### src/design/sltd_pkg.sv
// ----------------------------------------------------------------------------
// sltd_pkg
// Types and constants of the sync/length/trailer deframer.
// ----------------------------------------------------------------------------
package sltd_pkg;

  localparam int unsigned CFG_IDX_W = 3;

  localparam logic [CFG_IDX_W-1:0] REG_SYNC_FIRST    = 3'd0;
  localparam logic [CFG_IDX_W-1:0] REG_SYNC_SECOND   = 3'd1;
  localparam logic [CFG_IDX_W-1:0] REG_TRAILER_VALUE = 3'd2;
  localparam logic [CFG_IDX_W-1:0] REG_MAX_LENGTH    = 3'd3;
  localparam logic [CFG_IDX_W-1:0] REG_TOGGLE_TYPE   = 3'd4;

  localparam logic [7:0] RST_SYNC_FIRST    = 8'h55;
  localparam logic [7:0] RST_SYNC_SECOND   = 8'hAA;
  localparam logic [7:0] RST_TRAILER_VALUE = 8'h45;
  localparam logic [7:0] RST_MAX_LENGTH    = 8'd23;
  localparam logic [7:0] RST_TOGGLE_TYPE   = 8'd2;

  localparam logic [7:0] SYNC2_MASK = 8'hFE;

  localparam logic OP_BYTE = 1'b0;
  localparam logic OP_ACK  = 1'b1;

  typedef enum logic [2:0] {
    EV_CONSUMED = 3'd0,
    EV_PAYLOAD  = 3'd1,
    EV_GOOD     = 3'd2,
    EV_BADTRL   = 3'd3,
    EV_REJECT   = 3'd4
  } sltd_event_t;

  typedef enum logic [5:0] {
    PH_IDLE    = 6'b000001,
    PH_SYNC2   = 6'b000010,
    PH_TYPE    = 6'b000100,
    PH_LENGTH  = 6'b001000,
    PH_DATA    = 6'b010000,
    PH_TRAILER = 6'b100000
  } sltd_phase_t;

  typedef struct packed {
    logic       opcode;
    logic [7:0] rx_byte;
  } sltd_item_t;

  typedef struct packed {
    logic       valid;
    sltd_item_t item;
  } sltd_stage_t;

  typedef struct packed {
    logic [7:0] sync_first;
    logic [7:0] sync_second;
    logic [7:0] trailer_value;
    logic [7:0] max_length;
    logic [7:0] toggle_type;
  } sltd_cfg_t;

endpackage

### src/design/sltd_in_if.sv
// ----------------------------------------------------------------------------
// sltd_in_if
// Input channel: one received byte or an acknowledge per beat.
// ----------------------------------------------------------------------------
interface sltd_in_if;
  logic       valid;
  logic       ready;
  logic       opcode;
  logic [7:0] rx_byte;

  modport source (output valid, output opcode, output rx_byte, input ready);
  modport sink   (input valid, input opcode, input rx_byte, output ready);
endinterface

### src/design/sltd_out_if.sv
// ----------------------------------------------------------------------------
// sltd_out_if
// Result channel: one parser event per beat.
// ----------------------------------------------------------------------------
interface sltd_out_if;
  logic       valid;
  logic       ready;
  logic [2:0] event_res;
  logic [7:0] payload_byte;
  logic [7:0] payload_index;
  logic [7:0] frame_type;
  logic [7:0] frame_length;
  logic       request_flag;

  modport source (output valid, output event_res, output payload_byte,
                  output payload_index, output frame_type, output frame_length,
                  output request_flag, input ready);
  modport sink   (input valid, input event_res, input payload_byte,
                  input payload_index, input frame_type, input frame_length,
                  input request_flag, output ready);
endinterface

### src/design/sync_length_trailer_deframer.sv
// ----------------------------------------------------------------------------
// sync_length_trailer_deframer
// Byte-serial frame parser: sync, sync, type, length, payload, trailer.
// ----------------------------------------------------------------------------
//  port    dir  beat contents
//  in_ch   in   opcode, rx_byte
//  out_ch  out  event_res, payload_byte, payload_index, frame_type,
//               frame_length, request_flag
//  cfg_*   in   cfg_we, cfg_index, cfg_wdata (write only)
//
// One beat per cycle sustained while out_ch.ready stays high; a result passes
// through the input register, then the result register.
// Every input beat yields exactly one result beat.
// Synchronous active-low reset clears control state and loads register
// defaults. out_ch.ready low stalls the result register, which then holds
// the input register; in_ch.ready drops once both are full.
// ----------------------------------------------------------------------------
module sync_length_trailer_deframer (
  input  logic                           clk,
  input  logic                           rst_n,
  sltd_in_if.sink                        in_ch,
  sltd_out_if.source                     out_ch,
  input  logic                           cfg_we,
  input  logic [sltd_pkg::CFG_IDX_W-1:0] cfg_index,
  input  logic [7:0]                     cfg_wdata
);
  import sltd_pkg::*;

  sltd_cfg_t   cfg;
  sltd_stage_t stage;
  logic        advance;

  sltd_cfg_regs u_cfg (
    .clk       (clk),
    .rst_n     (rst_n),
    .cfg_we    (cfg_we),
    .cfg_index (cfg_index),
    .cfg_wdata (cfg_wdata),
    .cfg       (cfg)
  );

  sltd_in_stage u_in (
    .clk     (clk),
    .rst_n   (rst_n),
    .in_ch   (in_ch),
    .advance (advance),
    .stage   (stage)
  );

  sltd_parser u_parse (
    .clk     (clk),
    .rst_n   (rst_n),
    .stage   (stage),
    .cfg     (cfg),
    .out_ch  (out_ch),
    .advance (advance)
  );
endmodule

### src/design/sltd_cfg_regs.sv
// ----------------------------------------------------------------------------
// sltd_cfg_regs
// Configuration register file, write only.
// ----------------------------------------------------------------------------
module sltd_cfg_regs (
  input  logic                           clk,
  input  logic                           rst_n,
  input  logic                           cfg_we,
  input  logic [sltd_pkg::CFG_IDX_W-1:0] cfg_index,
  input  logic [7:0]                     cfg_wdata,
  output sltd_pkg::sltd_cfg_t            cfg
);
  import sltd_pkg::*;

  sltd_cfg_t cfg_r;
  sltd_cfg_t cfg_nxt;

  always_comb begin
    cfg_nxt = cfg_r;
    if (cfg_we) begin
      unique case (cfg_index)
        REG_SYNC_FIRST:    cfg_nxt.sync_first    = cfg_wdata;
        REG_SYNC_SECOND:   cfg_nxt.sync_second   = cfg_wdata;
        REG_TRAILER_VALUE: cfg_nxt.trailer_value = cfg_wdata;
        REG_MAX_LENGTH:    cfg_nxt.max_length    = cfg_wdata;
        REG_TOGGLE_TYPE:   cfg_nxt.toggle_type   = cfg_wdata;
        default:           cfg_nxt = cfg_r;
      endcase
    end
  end

  always_ff @(posedge clk) begin
    if (!rst_n) begin
      cfg_r.sync_first    <= RST_SYNC_FIRST;
      cfg_r.sync_second   <= RST_SYNC_SECOND;
      cfg_r.trailer_value <= RST_TRAILER_VALUE;
      cfg_r.max_length    <= RST_MAX_LENGTH;
      cfg_r.toggle_type   <= RST_TOGGLE_TYPE;
    end else begin
      cfg_r <= cfg_nxt;
    end
  end

  assign cfg = cfg_r;
endmodule

### src/design/sltd_in_stage.sv
// ----------------------------------------------------------------------------
// sltd_in_stage
// Input register: holds one beat until the parser stage takes it.
// ----------------------------------------------------------------------------
module sltd_in_stage (
  input  logic                  clk,
  input  logic                  rst_n,
  sltd_in_if.sink               in_ch,
  input  logic                  advance,
  output sltd_pkg::sltd_stage_t stage
);
  import sltd_pkg::*;

  logic       valid_r;
  logic       valid_nxt;
  sltd_item_t item_r;
  logic       accept;

  assign in_ch.ready = !valid_r || advance;
  assign accept      = in_ch.valid && in_ch.ready;

  always_comb begin
    valid_nxt = valid_r;
    if (accept) begin
      valid_nxt = 1'b1;
    end else if (advance) begin
      valid_nxt = 1'b0;
    end
  end

  always_ff @(posedge clk) begin
    if (!rst_n) begin
      valid_r <= 1'b0;
    end else begin
      valid_r <= valid_nxt;
    end
  end

  always_ff @(posedge clk) begin
    if (accept) begin
      item_r.opcode  <= in_ch.opcode;
      item_r.rx_byte <= in_ch.rx_byte;
    end
  end

  assign stage.valid = valid_r;
  assign stage.item  = item_r;
endmodule

### src/design/sltd_parser.sv
// ----------------------------------------------------------------------------
// sltd_parser
// Frame state machine and result register.
// ----------------------------------------------------------------------------
module sltd_parser (
  input  logic                  clk,
  input  logic                  rst_n,
  input  sltd_pkg::sltd_stage_t stage,
  input  sltd_pkg::sltd_cfg_t   cfg,
  sltd_out_if.source            out_ch,
  output logic                  advance
);
  import sltd_pkg::*;

  sltd_phase_t phase_r,    phase_nxt;
  logic [7:0]  sync2_r,    sync2_nxt;
  logic [7:0]  type_r,     type_nxt;
  logic [7:0]  length_r,   length_nxt;
  logic [7:0]  count_r,    count_nxt;
  logic        req_r,      req_nxt;

  logic        out_valid_r, out_valid_nxt;
  sltd_event_t ev_r,        ev_nxt;
  logic [7:0]  pbyte_r,     pbyte_nxt;
  logic [7:0]  pidx_r,      pidx_nxt;

  logic [7:0]  b;
  logic [7:0]  count_inc;

  assign advance   = stage.valid && (!out_valid_r || out_ch.ready);
  assign b         = stage.item.rx_byte;
  assign count_inc = count_r + 8'd1;

  always_comb begin
    phase_nxt  = phase_r;
    sync2_nxt  = sync2_r;
    type_nxt   = type_r;
    length_nxt = length_r;
    count_nxt  = count_r;
    req_nxt    = req_r;
    ev_nxt     = EV_CONSUMED;
    pbyte_nxt  = 8'd0;
    pidx_nxt   = 8'd0;
    if (stage.item.opcode == OP_ACK) begin
      req_nxt = 1'b0;
    end else begin
      unique case (phase_r)
        PH_SYNC2: begin
          sync2_nxt = b;
          phase_nxt = PH_TYPE;
        end
        PH_TYPE: begin
          type_nxt  = b;
          phase_nxt = PH_LENGTH;
        end
        PH_LENGTH: begin
          length_nxt = b;
          if (((sync2_r & SYNC2_MASK) != (cfg.sync_second & SYNC2_MASK)) ||
              (b > cfg.max_length)) begin
            ev_nxt    = EV_REJECT;
            phase_nxt = PH_IDLE;
          end else if (b == 8'd0) begin
            phase_nxt = PH_TRAILER;
          end else begin
            count_nxt = 8'd0;
            phase_nxt = PH_DATA;
          end
        end
        PH_DATA: begin
          ev_nxt    = EV_PAYLOAD;
          pbyte_nxt = b;
          pidx_nxt  = count_r;
          count_nxt = count_inc;
          if (count_inc == length_r) begin
            phase_nxt = PH_TRAILER;
          end
        end
        PH_TRAILER: begin
          if (b == cfg.trailer_value) begin
            ev_nxt = EV_GOOD;
            if (type_r == cfg.toggle_type) begin
              req_nxt = !req_r;
            end
          end else begin
            ev_nxt = EV_BADTRL;
          end
          phase_nxt = PH_IDLE;
        end
        default: begin
          phase_nxt = (b == cfg.sync_first) ? PH_SYNC2 : PH_IDLE;
        end
      endcase
    end
  end

  always_comb begin
    out_valid_nxt = out_valid_r;
    if (advance) begin
      out_valid_nxt = 1'b1;
    end else if (out_ch.ready) begin
      out_valid_nxt = 1'b0;
    end
  end

  always_ff @(posedge clk) begin
    if (!rst_n) begin
      phase_r     <= PH_IDLE;
      sync2_r     <= 8'd0;
      type_r      <= 8'd0;
      length_r    <= 8'd0;
      count_r     <= 8'd0;
      req_r       <= 1'b0;
      out_valid_r <= 1'b0;
    end else begin
      out_valid_r <= out_valid_nxt;
      if (advance) begin
        phase_r  <= phase_nxt;
        sync2_r  <= sync2_nxt;
        type_r   <= type_nxt;
        length_r <= length_nxt;
        count_r  <= count_nxt;
        req_r    <= req_nxt;
      end
    end
  end

  always_ff @(posedge clk) begin
    if (advance) begin
      ev_r    <= ev_nxt;
      pbyte_r <= pbyte_nxt;
      pidx_r  <= pidx_nxt;
    end
  end

  // type, length and flag are the state registers themselves: they only
  // change on advance, which is when the result register loads
  assign out_ch.valid         = out_valid_r;
  assign out_ch.event_res     = ev_r;
  assign out_ch.payload_byte  = pbyte_r;
  assign out_ch.payload_index = pidx_r;
  assign out_ch.frame_type    = type_r;
  assign out_ch.frame_length  = length_r;
  assign out_ch.request_flag  = req_r;
endmodule

### src/flat_wrapper.sv
// flat-port wrapper written by rule: the top's interface ports become plain ports
module sync_length_trailer_deframer_flat import sltd_pkg::*;
  (clk, rst_n, cfg_we, cfg_index, cfg_wdata, in_ch_valid, in_ch_opcode, in_ch_rx_byte, in_ch_ready, out_ch_valid, out_ch_event_res, out_ch_payload_byte, out_ch_payload_index, out_ch_frame_type, out_ch_frame_length, out_ch_request_flag, out_ch_ready);
  sltd_in_if in_ch_i ();
  sltd_out_if out_ch_i ();
  input  logic clk;
  input  logic rst_n;
  input  logic cfg_we;
  input  logic [sltd_pkg::CFG_IDX_W-1:0] cfg_index;
  input  logic [7:0] cfg_wdata;
  input wire logic [$bits(in_ch_i.valid)-1:0] in_ch_valid;
  input wire logic [$bits(in_ch_i.opcode)-1:0] in_ch_opcode;
  input wire logic [$bits(in_ch_i.rx_byte)-1:0] in_ch_rx_byte;
  output wire logic [$bits(in_ch_i.ready)-1:0] in_ch_ready;
  output wire logic [$bits(out_ch_i.valid)-1:0] out_ch_valid;
  output wire logic [$bits(out_ch_i.event_res)-1:0] out_ch_event_res;
  output wire logic [$bits(out_ch_i.payload_byte)-1:0] out_ch_payload_byte;
  output wire logic [$bits(out_ch_i.payload_index)-1:0] out_ch_payload_index;
  output wire logic [$bits(out_ch_i.frame_type)-1:0] out_ch_frame_type;
  output wire logic [$bits(out_ch_i.frame_length)-1:0] out_ch_frame_length;
  output wire logic [$bits(out_ch_i.request_flag)-1:0] out_ch_request_flag;
  input wire logic [$bits(out_ch_i.ready)-1:0] out_ch_ready;
  assign in_ch_i.valid = in_ch_valid;
  assign in_ch_i.opcode = in_ch_opcode;
  assign in_ch_i.rx_byte = in_ch_rx_byte;
  assign in_ch_ready = in_ch_i.ready;
  assign out_ch_valid = out_ch_i.valid;
  assign out_ch_event_res = out_ch_i.event_res;
  assign out_ch_payload_byte = out_ch_i.payload_byte;
  assign out_ch_payload_index = out_ch_i.payload_index;
  assign out_ch_frame_type = out_ch_i.frame_type;
  assign out_ch_frame_length = out_ch_i.frame_length;
  assign out_ch_request_flag = out_ch_i.request_flag;
  assign out_ch_i.ready = out_ch_ready;
  sync_length_trailer_deframer u_core (.clk(clk), .rst_n(rst_n), .in_ch(in_ch_i), .out_ch(out_ch_i), .cfg_we(cfg_we), .cfg_index(cfg_index), .cfg_wdata(cfg_wdata));
endmodule
### config.mk
export PLATFORM = sky130hd
export DESIGN_NAME = sync_length_trailer_deframer_flat
export DESIGN_NICKNAME = d
export VERILOG_FILES = /design/src/design/sltd_pkg.sv /design/src/design/sltd_in_if.sv /design/src/design/sltd_out_if.sv /design/src/design/sync_length_trailer_deframer.sv /design/src/design/sltd_cfg_regs.sv /design/src/design/sltd_in_stage.sv /design/src/design/sltd_parser.sv /design/src/flat_wrapper.sv
export SDC_FILE = /design/constraint.sdc
export NUM_CORES = 1
export LEC_CHECK = 0
export BUFFER_PORTS_ARGS = -buffer_cell sky130_fd_sc_hd__buf_4
export CAP_MARGIN = 20
export CORE_MARGIN = 1.5
export CORE_UTILIZATION = 35
export CTS_CLUSTER_DIAMETER = 50
export DETAILED_ROUTE_END_ITERATION = 10
export SLEW_MARGIN = 20
export SYNTH_ARGS = -nofsm -noshare
export SYNTH_HDL_FRONTEND = slang
export SYNTH_SLANG_ARGS = --single-unit
### constraint.sdc
create_clock -name clk -period 4.8 [get_ports clk]
set_input_delay 0.96 -clock clk [delete_from_list [all_inputs] [get_ports clk]]
set_output_delay 0.96 -clock clk [all_outputs]
set_load 0.02 [all_outputs]
==> flow_metrics.tcl <==
set metrics [dict create \
    synth_compound_area_share_pct 10.2 \
    worst_slew_pin_slew_ns 1.05 \
    synthFlopType "dfxtp_1" \
    setup_ws_ns 2.08 \
    power_frac_seq_pct 50.5 \
    rr_startpoint "u_core.u_in.stage[4]$_DFFE_PP_" \
    dp.final_hpwl_um 8510 \
    syn_nets 557 \
    setup_viol 0 \
    power_w 0.00192 \
    grt_overflow 0 \
    grt_pass1_wl_um 19500 \
    io_pins 63 \
    r2r_cells 7 \
    grt_pass1_vias 3625 \
    arrival_ns 1.76 \
    internal_power_w 0.00150 \
    yosysSeqAreaShare_pct 48.4 \
    first_iter_violations 282 \
    crit_path_end_kind "primary output" \
    die_w_um 123 \
    antenna_found_initial 0 \
    drv_cap 0 \
    drtPass1Iterations 4 \
    synth_edf_count 28 \
    yosysMostFrequentCell "nand2_1" \
    required_ns 3.84 \
    power_frac_comb_pct 6.0 \
    synth_cell_types 48 \
    place_area_um2 5570 \
    clkTransAtPathRegs_ns 0.07 \
    cts-buffers-inserted 9 \
    synthTopCellsByArea "dfxtp_1 (32%), edfxtp_1 (17%), nand2_1 (7.7%), mux2i_1 (4.6%), xor2_1 (4.4%)" \
    portBuffers 62 \
    syn_area_um2 5000 \
    routedWlPerCell_um 15.9 \
    clockBufferDepth 2 \
    cts_setup_buffers 0 \
    r2r_end "u_core.u_parse.phase_r[0]$_SDFFE_PN1P_" \
    dp_slack_ns 1.76 \
    cp_max_fo 5 \
    cts_resized 0 \
    synth_top_family_by_area "simple AND/OR/NAND/NOR gates" \
    ys_ff_latch 107 \
    p_clk_share_pct 43.6 \
    fill_cells 1360 \
    min-delay-path-class "flop to flop" \
    synthMuxAreaShare_pct 4.60 \
    synth-simple-area-share_pct 23.6 \
    area_growth_pct 18.3 \
    synth_async_sr_flop_share_pct 0 \
    hold_depth 2 \
    min_from "u_core.u_cfg.cfg[15]$_SDFFE_PN0P_" \
    r2r_slack_ns 2.12 \
    die-area_um2 15000 \
    hold_end "u_core.u_cfg.cfg[15]$_SDFFE_PN0P_" \
    hold_viol 0 \
    status "finished, final reports clean" \
    max_freq_mhz 368 \
    cts_tree "yes" \
    postRouteAntennaNets 0 \
    design_area_um2 5920 \
    grt_max_degree 81 \
    rsz0062_at_grt "false" \
    cts_root_buf "clkbuf_16" \
    synth-xor-area-share_pct 7.35 \
    track_usage_pct 17.1 \
    clock_latency_ns 0.35 \
    syn_avg_cell_area_um2 9.56 \
    yosysTopAreaCellShare_pct 31.6 \
    fin_crit_sh_pct 56.6 \
    synth_cells 523 \
    wl_um 11900 \
    drc 0 \
    cts_hold_buf 0 \
    tns_ns 0 \
    h-tree-depth 3 \
    skew_ns 0.0114 \
    netlist_top_cells_count "nand2_1 (102), dfxtp_1 (79), a21boi_0 (29)" \
    yosysTopAreaCell "dfxtp_1" \
    instances_no_fill 752 \
    start_util_pct 35.9 \
    via_count 3742 \
    clock_sinks 107 \
    die_h_um 123 \
    yosys_warnings 0 \
    critPathKind "input pin to primary output" \
    detail_route.vias_per_cell 4.98 \
    final-max-slew-violation-count 0 \
    power_switching_w 0.000425 \
    diodes 0 \
    cp-start-kind "input pin" \
    synth-adder-area-share_pct 2.25 \
    core_area_um2 13900 \
    place.gp.congestion 0.825 \
    relSlewSlack_pct 29.7 \
    drive_above_1_share_pct 15.7 \
    p_sw_share_pct 22.1 \
    num_rows 43 \
    peakVddDrop_mv 0.186 \
    power.density_nw_per_um2 325 \
    min_period_ns 2.72 \
    dp.cells 736 \
    p_leak_nw 2.26 \
    nets 601 \
]
-- placed cells by master, fill, tap and decap left out, drive strengths merged, types with 2 or more instances in the layout --
cell	n
a21boi	29
a21oi	8
a22oi	4
a31oi	2
and2	18
and3	6
and4	2
buf	64
clkbuf	13
dfxtp	79
edfxtp	28
ha	9
inv	11
mux2i	23
nand2	102
nand2b	2
nand3	18
nand3b	2
nand4	7
nor2	17
nor2b	28
nor3	2
nor3b	7
nor4	8
o211ai	5
o21a	2
o21ai	12
o31ai	3
or2	2
or3	3
xnor2	17
xor2	25
-- critical path, stage by stage --
cell and delay, ns:
buf_4 0.11, nor2b_1 0.38, nand2_1 0.13, buf_4 0.18
-- cells by family (layout without fill, tap and decap cells) --
kind of cell	Yosys count	after routing
muxes	23	23
and+or+nand+nor	229	229
buffers and inverters	41	90
DFF	107	107
AOI/OAI and AO/OA	72	72
xor gates and xnor gates	42	42
adders and majority gates	9	9
-- how the worst max path moves through the flow --
stage          slack [ns]  depth (start not counted)    startpoint                                endpoint
6_report             2.08                          4  out_ch_ready                             in_ch_ready
5_1_grt              1.88                          7  out_ch_ready  u_core.u_parse.phase_r[0]$_SDFFE_PN1P_
4_1_cts              2.06                          4  out_ch_ready                             in_ch_ready
3_5_place_dp         1.76                          7  out_ch_ready  u_core.u_parse.phase_r[0]$_SDFFE_PN1P_
3_3_place_gp         1.87                          7  out_ch_ready  u_core.u_parse.phase_r[0]$_SDFFE_PN1P_
2_1_floorplan        1.87                          6  out_ch_ready  u_core.u_parse.phase_r[0]$_SDFFE_PN1P_
-- metal layers --
layer / global-route usage, % / part of all wire, % / up-vias
met5: 0 / 0 / -
met4: 5.23 / 1.8 / 0
met3: 4.41 / 5.0 / 17
met2: 28.7 / 49 / 93
met1: 21.6 / 45 / 1755
li1: - / - / 1877
-- final cells by class --
| cell class | instances | area [µm²] | share of cell area, % |
|---|---|---|---|
| multi-input combinational | 375 | 2400 | 40.6 |
| clock inverter | 3 | 47.5 | 0.803 |
| inverter | 10 | 37.5 | 0.634 |
| tap | 180 | 225 | 3.81 |
| clock buffer | 13 | 303 | 5.12 |
| timing repair buffer | 64 | 480 | 8.12 |
| sequential | 107 | 2420 | 40.9 |
-- power by group through the flow --
| stage | sequential (W) | combinational, W | clock (W) |
|---|---|---|---|
| after detailed placement | 0.000992 | 0.000115 | 0 |
| after global routing | 0.000972 | 0.000126 | 0.000887 |
| final | 0.000970 | 0.000114 | 0.000837 |
| after CTS | 0.000971 | 0.000115 | 0.000859 |
| after floorplan | 0.000984 | 0.0000676 | 0 |
| after global placement | 0.000991 | 0.000113 | 0 |
-- stage by stage --
step                hold slack (ns)  utilization, %
finish                        0.464            42.5
global route                  0.482            42.5
CTS                           0.470            42.5
detailed placement            0.460            40.0
global placement              0.455            40.0
floorplan                     0.443               -
-- registers in the layout, indices dropped and copies added, names as in the netlist --
name,flops
u_core.u_parse.out_ch.valid,1
u_core.u_parse.out_ch.request_flag,1
u_core.u_in.valid_r,1
u_core.u_parse.out_ch.payload_index,8
u_core.u_parse.out_ch.event_res,3
u_core.u_cfg.cfg,39
u_core.u_parse.out_ch.frame_type,8
u_core.u_parse.out_ch.payload_byte,8
u_core.u_in.stage,9
u_core.u_parse.phase_r,6
u_core.u_parse.out_ch.frame_length,8
u_core.u_parse.count_r,8
u_core.u_parse.sync2_r,7
Note: power is estimated with default switching activity, not from simulation.
